`src/rtl/pdws_pkg.sv`:
```
// ----------------------------------------------------------------------------
// pdws_pkg
// Shared types and constants for the differential wheel speed PID block:
// register map, reset values, datapath command and status bundles.
// ----------------------------------------------------------------------------
package pdws_pkg;

    // port widths
    localparam int CFG_INDEX_W = 3;
    localparam int CFG_DATA_W  = 24;
    localparam int IN_DATA_W   = 32;
    localparam int OUT_DATA_W  = 56;

    // shared multiplier operand and product widths
    localparam int MUL_A_W = 18;
    localparam int MUL_B_W = 25;
    localparam int MUL_P_W = 43;

    // integral is multiplied in chunks of this many bits, top chunk first
    localparam int CHUNK_W = 24;

    // register map
    typedef enum logic [CFG_INDEX_W-1:0] {
        REG_GAIN_P        = 3'd0,
        REG_GAIN_I        = 3'd1,
        REG_GAIN_D        = 3'd2,
        REG_SAMPLE_PERIOD = 3'd3,
        REG_SAMPLE_RATE   = 3'd4,
        REG_SPEED_LIMIT   = 3'd5
    } reg_index_t;

    // register reset values
    localparam logic [15:0] GAIN_P_RST        = 16'hFD00;   // -3.0 in Q8.8
    localparam logic [15:0] GAIN_I_RST        = 16'h0100;   // 1.0
    localparam logic [15:0] GAIN_D_RST        = 16'h0200;   // 2.0
    localparam logic [23:0] SAMPLE_PERIOD_RST = 24'd16777;  // about 1 ms in Q0.24
    localparam logic [15:0] SAMPLE_RATE_RST   = 16'd1000;
    localparam logic [14:0] SPEED_LIMIT_RST   = 15'd1638;   // about 0.4 in Q3.12

    // configuration register bank contents
    typedef struct packed {
        logic [15:0] gain_p;
        logic [15:0] gain_i;
        logic [15:0] gain_d;
        logic [23:0] sample_period;
        logic [15:0] sample_rate;
        logic [14:0] speed_limit;
    } cfg_t;

    // multiplier operand selection
    typedef enum logic [2:0] {
        MUL_INC = 3'd0,   // error x sample period
        MUL_P   = 3'd1,   // gain_p x error
        MUL_D0  = 3'd2,   // gain_d x error difference
        MUL_DHI = 3'd3,   // sample rate x upper part of derivative product
        MUL_DLO = 3'd4,   // sample rate x lower part of derivative product
        MUL_INT = 3'd5    // gain_i x current integral chunk
    } mul_sel_t;

    // accumulator operation
    typedef enum logic [1:0] {
        ACC_HOLD  = 2'd0,
        ACC_LOAD  = 2'd1,
        ACC_SHADD = 2'd2
    } acc_op_t;

    // controller to datapath commands
    typedef struct packed {
        logic     load;
        logic     diff_en;
        mul_sel_t mul_sel;
        logic     int_en;
        logic     p_en;
        logic     t_en;
        acc_op_t  acc_op;
        logic     pd_en;
        logic     chunk_init;
        logic     chunk_dec;
        logic     effort_en;
        logic     out_load;
    } dp_cmd_t;

    // datapath to controller status
    typedef struct packed {
        logic chunk_top;
        logic chunk_zero;
    } dp_status_t;

endpackage

```
`src/rtl/pdws_cfg.sv`:
```
// ----------------------------------------------------------------------------
// pdws_cfg
// Configuration register bank: gains, sample period and rate, speed limit.
// ----------------------------------------------------------------------------
module pdws_cfg import pdws_pkg::*; (
    input  logic                   aclk,
    input  logic                   aresetn,
    input  logic                   cfg_valid,
    output logic                   cfg_ready,
    input  logic [CFG_INDEX_W-1:0] cfg_index,
    input  logic [CFG_DATA_W-1:0]  cfg_data,
    output cfg_t                   cfg
);

    cfg_t cfg_reg;
    cfg_t cfg_next;

    // writes are always accepted, cfg_ready is held high
    assign cfg_ready = 1'b1;
    assign cfg       = cfg_reg;

    // decode register index, unknown indexes ignored
    always_comb begin
        cfg_next = cfg_reg;
        if (cfg_valid) begin
            case (cfg_index)
                REG_GAIN_P:        cfg_next.gain_p        = cfg_data[15:0];
                REG_GAIN_I:        cfg_next.gain_i        = cfg_data[15:0];
                REG_GAIN_D:        cfg_next.gain_d        = cfg_data[15:0];
                REG_SAMPLE_PERIOD: cfg_next.sample_period = cfg_data[23:0];
                REG_SAMPLE_RATE:   cfg_next.sample_rate   = cfg_data[15:0];
                REG_SPEED_LIMIT:   cfg_next.speed_limit   = cfg_data[14:0];
                default:           cfg_next = cfg_reg;
            endcase
        end
    end

    // register bank
    always_ff @(posedge aclk) begin
        if (!aresetn) begin
            cfg_reg.gain_p        <= GAIN_P_RST;
            cfg_reg.gain_i        <= GAIN_I_RST;
            cfg_reg.gain_d        <= GAIN_D_RST;
            cfg_reg.sample_period <= SAMPLE_PERIOD_RST;
            cfg_reg.sample_rate   <= SAMPLE_RATE_RST;
            cfg_reg.speed_limit   <= SPEED_LIMIT_RST;
        end else begin
            cfg_reg <= cfg_next;
        end
    end

endmodule

```
`src/rtl/pdws_ctrl.sv`:
```
// ----------------------------------------------------------------------------
// pdws_ctrl
// Sequencer for one sample: steps the shared multiplier through the
// integral, P, D and I terms and hands the result to the output register.
// ----------------------------------------------------------------------------
module pdws_ctrl import pdws_pkg::*; (
    input  logic       aclk,
    input  logic       aresetn,
    input  logic       s_tvalid,
    output logic       s_tready,
    output logic       m_tvalid,
    input  logic       m_tready,
    output dp_cmd_t    cmd,
    input  dp_status_t status
);

    typedef enum logic [3:0] {
        ST_IDLE,
        ST_ERR,
        ST_INT,
        ST_PD,
        ST_DT,
        ST_DHI,
        ST_DLO,
        ST_DACC,
        ST_PDSUM,
        ST_IMUL,
        ST_IACC,
        ST_EFF,
        ST_OUT
    } state_t;

    state_t state_reg;
    state_t state_next;
    logic   m_tvalid_reg;
    logic   m_tvalid_next;

    assign s_tready = (state_reg == ST_IDLE);
    assign m_tvalid = m_tvalid_reg;

    // command decode and next state
    always_comb begin
        cmd           = '0;
        cmd.mul_sel   = MUL_INC;
        cmd.acc_op    = ACC_HOLD;
        state_next    = state_reg;
        m_tvalid_next = m_tvalid_reg & ~m_tready;
        case (state_reg)
            ST_IDLE: begin
                cmd.load = s_tvalid;
                if (s_tvalid) begin
                    state_next = ST_ERR;
                end
            end
            ST_ERR: begin
                cmd.diff_en = 1'b1;
                cmd.mul_sel = MUL_INC;
                state_next  = ST_INT;
            end
            ST_INT: begin
                cmd.int_en  = 1'b1;
                cmd.mul_sel = MUL_P;
                state_next  = ST_PD;
            end
            ST_PD: begin
                cmd.p_en    = 1'b1;
                cmd.mul_sel = MUL_D0;
                state_next  = ST_DT;
            end
            ST_DT: begin
                cmd.t_en   = 1'b1;
                state_next = ST_DHI;
            end
            ST_DHI: begin
                cmd.mul_sel = MUL_DHI;
                state_next  = ST_DLO;
            end
            ST_DLO: begin
                cmd.acc_op  = ACC_LOAD;
                cmd.mul_sel = MUL_DLO;
                state_next  = ST_DACC;
            end
            ST_DACC: begin
                cmd.acc_op = ACC_SHADD;
                state_next = ST_PDSUM;
            end
            ST_PDSUM: begin
                cmd.pd_en      = 1'b1;
                cmd.chunk_init = 1'b1;
                state_next     = ST_IMUL;
            end
            ST_IMUL: begin
                cmd.mul_sel = MUL_INT;
                state_next  = ST_IACC;
            end
            ST_IACC: begin
                cmd.acc_op = status.chunk_top ? ACC_LOAD : ACC_SHADD;
                if (status.chunk_zero) begin
                    state_next = ST_EFF;
                end else begin
                    cmd.chunk_dec = 1'b1;
                    state_next    = ST_IMUL;
                end
            end
            ST_EFF: begin
                cmd.effort_en = 1'b1;
                state_next    = ST_OUT;
            end
            ST_OUT: begin
                // wait here while the previous result is still held
                if (!m_tvalid_reg || m_tready) begin
                    cmd.out_load  = 1'b1;
                    m_tvalid_next = 1'b1;
                    state_next    = ST_IDLE;
                end
            end
            default: begin
                state_next = ST_IDLE;
            end
        endcase
    end

    // state and output valid
    always_ff @(posedge aclk) begin
        if (!aresetn) begin
            state_reg    <= ST_IDLE;
            m_tvalid_reg <= 1'b0;
        end else begin
            state_reg    <= state_next;
            m_tvalid_reg <= m_tvalid_next;
        end
    end

    // a held result is never overwritten
    a_no_overwrite: assert property (@(posedge aclk) disable iff (!aresetn)
        cmd.out_load |-> (!m_tvalid_reg || m_tready))
        else $error("result register overwritten while held");

    // one sample at a time: no second request right after an accepted one
    a_single_item: assert property (@(posedge aclk) disable iff (!aresetn)
        (s_tvalid && s_tready) |=> !s_tready)
        else $error("input taken while a sample is in progress");

    // output valid only rises from a result load
    a_valid_source: assert property (@(posedge aclk) disable iff (!aresetn)
        $rose(m_tvalid) |-> $past(cmd.out_load))
        else $error("output valid without a result load");

    // the integral chunk loop ends on the lowest chunk
    a_chunk_exit: assert property (@(posedge aclk) disable iff (!aresetn)
        (state_reg == ST_EFF) |-> $past(status.chunk_zero))
        else $error("integral term finished before the lowest chunk");

endmodule

```
`src/rtl/pdws_datapath.sv`:
```
// ----------------------------------------------------------------------------
// pdws_datapath
// Error, integral and PID term arithmetic around one shared 18 x 25 signed
// multiplier, effort saturation, wheel speed clamp and result register.
// ----------------------------------------------------------------------------
module pdws_datapath import pdws_pkg::*; #(
    parameter int INTEGRAL_WIDTH = 40
) (
    input  logic                  aclk,
    input  logic                  aresetn,
    input  cfg_t                  cfg,
    input  dp_cmd_t               cmd,
    output dp_status_t            status,
    input  logic [IN_DATA_W-1:0]  s_tdata,
    output logic [OUT_DATA_W-1:0] m_tdata
);

    localparam int NCH   = (INTEGRAL_WIDTH + CHUNK_W - 1) / CHUNK_W;
    localparam int CW    = (NCH > 1) ? $clog2(NCH) : 1;
    localparam int EXT_W = NCH * CHUNK_W;
    localparam int ACC_W = (INTEGRAL_WIDTH + 17 > 52) ? INTEGRAL_WIDTH + 17 : 52;
    localparam int SUM_W = ACC_W + 2;
    localparam int INC_W = 29;
    localparam int SAT_W = ((INTEGRAL_WIDTH > INC_W) ? INTEGRAL_WIDTH : INC_W) + 1;

    localparam logic signed [SAT_W-1:0] INT_HI =
        signed'({{(SAT_W-INTEGRAL_WIDTH+1){1'b0}}, {(INTEGRAL_WIDTH-1){1'b1}}});
    localparam logic signed [SAT_W-1:0] INT_LO = ~INT_HI;
    localparam logic signed [SUM_W-1:0] EFF_HI = signed'({{(SUM_W-23){1'b0}}, {23{1'b1}}});
    localparam logic signed [SUM_W-1:0] EFF_LO = ~EFF_HI;

    // sample state and intermediate terms
    logic signed [16:0]               err_reg;
    logic signed [16:0]               last_err_reg;
    logic signed [17:0]               diff_reg;
    logic signed [INTEGRAL_WIDTH-1:0] integral_reg;
    logic signed [INTEGRAL_WIDTH-1:0] integral_next;
    logic signed [24:0]               p_reg;
    logic signed [33:0]               t_reg;
    logic signed [ACC_W-1:0]          acc_reg;
    logic signed [ACC_W-1:0]          acc_next;
    logic signed [SUM_W-1:0]          sum_reg;
    logic signed [23:0]               effort_reg;
    logic signed [23:0]               effort_next;
    logic signed [MUL_P_W-1:0]        prod_reg;
    logic signed [MUL_P_W-1:0]        prod_next;
    logic [CW-1:0]                    chunk_reg;
    logic [14:0]                      left_reg;
    logic [14:0]                      right_reg;
    logic [23:0]                      out_effort_reg;

    logic signed [MUL_A_W-1:0] mul_a;
    logic signed [MUL_B_W-1:0] mul_b;
    logic signed [EXT_W-1:0]   int_ext;
    logic [CHUNK_W-1:0]        chunk;
    logic signed [INC_W-1:0]   inc;
    logic signed [SAT_W-1:0]   isum;
    logic signed [SUM_W-1:0]   total;
    logic signed [25:0]        maxs_ext;
    logic signed [25:0]        eff_ext;
    logic signed [25:0]        left_full;
    logic signed [25:0]        right_full;

    // clamp a speed to 0..limit
    function automatic logic [14:0] clamp_speed(input logic signed [25:0] v,
                                                input logic [14:0] limit);
        logic [14:0] res;
        if (v < 0) begin
            res = '0;
        end else if (v > signed'({11'b0, limit})) begin
            res = limit;
        end else begin
            res = v[14:0];
        end
        return res;
    endfunction

    // integral chunk, top chunk signed and the rest unsigned
    assign int_ext           = EXT_W'(integral_reg);
    assign chunk             = int_ext[chunk_reg*CHUNK_W +: CHUNK_W];
    assign status.chunk_top  = (chunk_reg == CW'(NCH - 1));
    assign status.chunk_zero = (chunk_reg == '0);

    // shared multiplier operand selection
    always_comb begin
        case (cmd.mul_sel)
            MUL_INC: begin
                mul_a = MUL_A_W'(err_reg);
                mul_b = signed'({1'b0, cfg.sample_period});
            end
            MUL_P: begin
                mul_a = MUL_A_W'(err_reg);
                mul_b = MUL_B_W'($signed(cfg.gain_p));
            end
            MUL_D0: begin
                mul_a = diff_reg;
                mul_b = MUL_B_W'($signed(cfg.gain_d));
            end
            MUL_DHI: begin
                mul_a = signed'({2'b0, cfg.sample_rate});
                mul_b = MUL_B_W'($signed(t_reg[33:24]));
            end
            MUL_DLO: begin
                mul_a = signed'({2'b0, cfg.sample_rate});
                mul_b = signed'({1'b0, t_reg[23:0]});
            end
            MUL_INT: begin
                mul_a = MUL_A_W'($signed(cfg.gain_i));
                mul_b = status.chunk_top ? MUL_B_W'($signed(chunk))
                                         : signed'({1'b0, chunk});
            end
            default: begin
                mul_a = '0;
                mul_b = '0;
            end
        endcase
        prod_next = mul_a * mul_b;
    end

    // saturating integral update, increment is error x period floored by 2^12
    always_comb begin
        inc  = prod_reg[40:12];
        isum = SAT_W'(integral_reg) + SAT_W'(inc);
        if (isum > INT_HI) begin
            integral_next = INTEGRAL_WIDTH'(INT_HI);
        end else if (isum < INT_LO) begin
            integral_next = INTEGRAL_WIDTH'(INT_LO);
        end else begin
            integral_next = INTEGRAL_WIDTH'(isum);
        end
    end

    // accumulator for multi-part products, highest part first
    always_comb begin
        case (cmd.acc_op)
            ACC_LOAD:  acc_next = ACC_W'(prod_reg);
            ACC_SHADD: acc_next = (acc_reg <<< CHUNK_W) + ACC_W'(prod_reg);
            default:   acc_next = acc_reg;
        endcase
    end

    // add integral term to p + d and saturate the effort
    always_comb begin
        total = sum_reg + SUM_W'($signed(acc_reg[ACC_W-1:20]));
        if (total > EFF_HI) begin
            effort_next = 24'(EFF_HI);
        end else if (total < EFF_LO) begin
            effort_next = 24'(EFF_LO);
        end else begin
            effort_next = 24'(total);
        end
    end

    // wheel speeds around the limit
    assign maxs_ext   = signed'({11'b0, cfg.speed_limit});
    assign eff_ext    = 26'(effort_reg);
    assign left_full  = maxs_ext - eff_ext;
    assign right_full = maxs_ext + eff_ext;

    // controller state kept across samples
    always_ff @(posedge aclk) begin
        if (!aresetn) begin
            integral_reg <= '0;
            last_err_reg <= '0;
            chunk_reg    <= '0;
        end else begin
            if (cmd.int_en) begin
                integral_reg <= integral_next;
            end
            if (cmd.diff_en) begin
                last_err_reg <= err_reg;
            end
            if (cmd.chunk_init) begin
                chunk_reg <= CW'(NCH - 1);
            end else if (cmd.chunk_dec) begin
                chunk_reg <= chunk_reg - 1'b1;
            end
        end
    end

    // payload registers
    always_ff @(posedge aclk) begin
        prod_reg <= prod_next;
        acc_reg  <= acc_next;
        if (cmd.load) begin
            err_reg <= 17'($signed(s_tdata[15:0])) - 17'($signed(s_tdata[31:16]));
        end
        if (cmd.diff_en) begin
            diff_reg <= 18'(last_err_reg) - 18'(err_reg);
        end
        if (cmd.p_en) begin
            p_reg <= prod_reg[32:8];
        end
        if (cmd.t_en) begin
            t_reg <= prod_reg[33:0];
        end
        if (cmd.pd_en) begin
            sum_reg <= SUM_W'(p_reg) + SUM_W'($signed(acc_reg[ACC_W-1:8]));
        end
        if (cmd.effort_en) begin
            effort_reg <= effort_next;
        end
        if (cmd.out_load) begin
            left_reg       <= clamp_speed(left_full, cfg.speed_limit);
            right_reg      <= clamp_speed(right_full, cfg.speed_limit);
            out_effort_reg <= effort_reg;
        end
    end

    assign m_tdata = {2'b00, out_effort_reg, right_reg, left_reg};

endmodule

```
`src/rtl/pid_differential_wheel_speed_top.sv`:
```
// ----------------------------------------------------------------------------
// pid_differential_wheel_speed_top
// One shared 18 x 25 multiplier computes every term, and the integral term is
// multiplied in 24-bit chunks, top chunk first. A new sample is taken only once
// the previous result has been loaded into the output register.
// Reset (aresetn, synchronous, active low) clears integral and previous error
// and loads the register defaults; no clearing pass is needed.
// ----------------------------------------------------------------------------
module pid_differential_wheel_speed_top import pdws_pkg::*; #(
    parameter int INTEGRAL_WIDTH = 40
) (
    input  logic                   aclk,
    input  logic                   aresetn,
    // configuration write channel
    input  logic                   cfg_valid,
    output logic                   cfg_ready,
    input  logic [CFG_INDEX_W-1:0] cfg_index,
    input  logic [CFG_DATA_W-1:0]  cfg_data,
    // input samples
    input  logic                   s_tvalid,
    output logic                   s_tready,
    input  logic [IN_DATA_W-1:0]   s_tdata,   // setpoint[15:0], measured_angle[31:16]
    // results
    output logic                   m_tvalid,
    input  logic                   m_tready,
    output logic [OUT_DATA_W-1:0]  m_tdata    // left_speed[14:0], right_speed[29:15],
                                              // control_effort[53:30], zero[55:54]
);

    cfg_t       cfg;
    dp_cmd_t    cmd;
    dp_status_t status;

    // register bank
    pdws_cfg u_cfg (
        .aclk      (aclk),
        .aresetn   (aresetn),
        .cfg_valid (cfg_valid),
        .cfg_ready (cfg_ready),
        .cfg_index (cfg_index),
        .cfg_data  (cfg_data),
        .cfg       (cfg)
    );

    // sequencer
    pdws_ctrl u_ctrl (
        .aclk     (aclk),
        .aresetn  (aresetn),
        .s_tvalid (s_tvalid),
        .s_tready (s_tready),
        .m_tvalid (m_tvalid),
        .m_tready (m_tready),
        .cmd      (cmd),
        .status   (status)
    );

    // arithmetic
    pdws_datapath #(
        .INTEGRAL_WIDTH (INTEGRAL_WIDTH)
    ) u_datapath (
        .aclk    (aclk),
        .aresetn (aresetn),
        .cfg     (cfg),
        .cmd     (cmd),
        .status  (status),
        .s_tdata (s_tdata),
        .m_tdata (m_tdata)
    );

endmodule
```
`config.mk`:
```
export PLATFORM = sky130hd
export DESIGN_NAME = pid_differential_wheel_speed_top
export DESIGN_NICKNAME = d
export VERILOG_FILES = /design/src/rtl/pdws_pkg.sv /design/src/rtl/pdws_cfg.sv /design/src/rtl/pdws_ctrl.sv /design/src/rtl/pdws_datapath.sv /design/src/rtl/pid_differential_wheel_speed_top.sv
export SDC_FILE = /design/constraint.sdc
export NUM_CORES = 2
export LEC_CHECK = 0
export BUFFER_PORTS_ARGS = -buffer_cell sky130_fd_sc_hd__buf_4
export CAP_MARGIN = 20
export CORE_ASPECT_RATIO = 2
export CORE_MARGIN = 2
export CORE_UTILIZATION = 30
export CTS_CLUSTER_DIAMETER = 100
export DETAILED_ROUTE_END_ITERATION = 6
export GPL_TIMING_DRIVEN = 0
export HOLD_SLACK_MARGIN = 0.12
export PLACE_DENSITY_LB_ADDON = 0.25
export SLEW_MARGIN = 25
export SYNTH_ARGS = -nofsm -noshare
export SYNTH_HDL_FRONTEND = slang
export SYNTH_HIERARCHICAL = 1
export SYNTH_SLANG_ARGS = --single-unit
```
`constraint.sdc`:
```
create_clock -name aclk -period 14.3 [get_ports aclk]
set_clock_uncertainty 0.15 [all_clocks]
set_input_delay 1.43 -clock aclk [delete_from_list [all_inputs] [get_ports aclk]]
set_output_delay 1.43 -clock aclk [all_outputs]
set_load 0.01 [all_outputs]
```
==> impl_results.md <==
* Mean area per synthesized cell at 9.25 µm²
* Tcrit/Tclk final at 88.4%
* FF-to-FF Start: u_ctrl/state_reg[0]
* Largest fanout on the critical path at 10
* Multi-input combinational cell area at 31300 µm²
* Most numerous cell in the Yosys netlist: inv_1
* Library cells used by synthesis at 100
* Core Area at 157000 µm²
* Rel. slew slack at 20.9%
* #FFs+latches synth at 488
* Clock network fraction of design power at 10.5%
* TritonCTS clock tree: built
* Setup TNS at 0 ns
* Fmax at 79.1 MHz
* I/O pin count at 123
* Layout cells sized above 1 at 7.00%
* Register Area at 12600 µm²
* CP Class: reg2reg
* Vias in the first global route at 40100
* Async S/R FF share, synth at 0%
* Placed inst area at 51200 µm²
* Die footprint at 161000 µm²
* Fillers at 16400
* Synth Flop Type: edfxtp_1
* Combinational group share of total power at 74.0%
* Internal at 6.28 mW
* First-pass GRT wire length at 254000 µm
* Post-DR vias/cell at 5.10
* GRT Total Usage at 21.3%
* EDFF count, synth at 279
* Synth top cells by count: 708 x inv_1, 540 x nand2_1, 449 x fa_1
* Syn. warnings at 6
* CP most frequent cell: fa_1
* Die Ht at 566 µm
* Post-route minimum period at 12.64 ns
* Crit path max-delay cell type: nor2_1
* Crit path launch: u_ctrl/state_reg[0]
* Mapped Cells at 5123
* Cell Rows at 206
* Die width at 285 µm
* Clock Sinks at 488
* Seq pwr share at 15.5%
* CTS resizes at 0
* P&R area growth vs syn at 11.4%
* Total power at 12.8 mW
* Overflow after GRT at 0
* Initial DRC Count at 1977
* Crit start category: register
* Initial antenna violation count at 3
* Reg clk slew, reported paths at 0.07 ns
* Worst vdd ir at 302 µV
* Actual slew at the worst max-slew pin at 1.18 ns
* Arr. time, crit path at 12.98 ns
* Setup bufs post-CTS at 0
* Post-route cell area at 52800 µm²
* Clk root buf: clkbuf_16
* Pleak at 23.2 nW
* Final Hold Viols at 0
* Slowest cell delay on critical path at 1.02 ns
* H-tree depth at 2
* Outcome: finished with violations
* Clk Latency, worst-skew pair at 0.60 ns
* Final nets at 6189
* Hold Startpoint: u_cfg/cfg[53]
* Total of max-cap violations at 0
* Via count at 37900
* # setup viols final at 0
* Post-synth top area cell: fa_1
* DRC viols at 1
* GPL Wtd Cong at 0.949
* CTS hold repair buffers at 0
* Initial Utilization at 30.1%
* Seq/Total Area, Yosys at 26.5%
* Failing checks: DRC
* WL per Instance at 23.4 µm
* DP HPWL at 147000 µm
* CTS buffer count at 42
* Ranking of synthesized cells by area: fa_1 19%, edfxtp_1 18%, ha_1 9.8%, dfxtp_1 8.8%, inv_1 5.6%
* Worst Path Required at 14.64 ns
* PortBufs at 119
* Maximum number of pins on one net before global-route repair at 51
* Final wirelength at 173000 µm
* Pwr Density at 242 nW/µm²
* CTS max path bufs at 3
* DRT antenna net count at 0
* Largest register FFs at 103
* Switching share of power at 50.9%
* Synth Cell Area at 47400 µm²
* Worst Hold Class: reg2reg
* Max Slew Vio Count at 0
* Share of the synthesized area in the top cell type at 19.0%
* RSZ-0062 raised after global routing: no
* Drt first pass iters at 7
* Setup crit end kind: register
* Switching power at 6.52 mW
-- cells by family after synthesis --
kind of cell / Yosys count / share of synthesized area, %
buffers and inverters: 928 / 7.67
xor gates and xnor gates: 237 / 4.38
and+or+nand+nor: 1365 / 13.2
muxes: 206 / 4.63
AOI/OAI and AO/OA: 1074 / 14.8
DFF: 488 / 26.5
adders and majority gates: 823 / 28.8
other: 2 / 0.0158
-- power by group through the flow --
stage | clock, mW | combinational, mW | sequential [mW]
6_report | 1.34 | 9.47 | 1.99
3_5_place_dp | 0 | 9.39 | 2.02
4_1_cts | 1.38 | 9.46 | 1.99
5_1_grt | 1.42 | 10.6 | 1.99
2_1_floorplan | 0 | 6.77 | 1.87
3_3_place_gp | 0 | 9.30 | 2.02
-- layout by cell type, fill, tap and decap left out, types with 143 or more instances in the layout --
master    Yosys  routed
nand2_1     540     540
inv_1       708     707
fa_1        449     449
buf_4        15     143
dfxtp_1     209     209
edfxtp_1    279     279
clkbuf_1    154     160
xnor2_1     159     159
a21o_1      161     161
nor2_1      385     381
a21oi_1     300     300
mux2i_1     173     173
ha_1        370     370
o21ai_0     215     215
-- final cells by class --
cell class | count | share of cell area [%]
multi-input cells | 3708 | 59.3
repair buffers | 138 | 2.07
plain buffers | 219 | 1.85
flip-flops and latches | 488 | 23.8
well taps | 2080 | 4.93
diodes | 1 | 0.00474
inverters | 709 | 5.05
clock buffers | 54 | 2.28
clock inverters | 24 | 0.711
-- worst max-delay path, delay by kind of cell, from the launching register on --
family	cells	cell delay (ns)
adder cells (fa/ha/maj)	7	3.18
XOR/XNOR	1	0.22
buffers and inverters	6	1.84
AO/OA/AOI/OAI	10	4.02
flip-flops	1	0.36
AND/OR/NAND/NOR	7	2.70
-- final timing paths --
path / to / slack [ns] / depth (start not counted)
setup / recovery: u_datapath/prod_reg[42] / 1.66 / 31
hold / removal: u_cfg/cfg[53] / 0.31 / 2
setup reg to reg: u_datapath/prod_reg[42] / 1.66 / 31
hold reg to reg: u_cfg/cfg[53] / 0.31 / 2
-- routing by layer --
layer,GRT usage (%),up-vias,share of wire (%)
met5,0,-,0
met4,17.8,0,10
met3,2.00,493,2.9
met2,43.0,975,56
met1,18.2,18800,31
li1,-,17600,-
-- through the flow --
stage | hold WS (ns) | std cells | utilization, % | worst slack [ns]
global placement | 0.293 | 7323 | 32.4 | 1.07
detailed placement | 0.298 | 7340 | 32.6 | 1.72
CTS | 0.310 | 7418 | 33.6 | 1.65
floorplan | 0.254 | 5124 | - | 5.20
finish | 0.309 | 7421 | 33.6 | 1.66
global route | 0.331 | 7421 | 33.6 | 1.08
(Power assumes the default switching activity.)
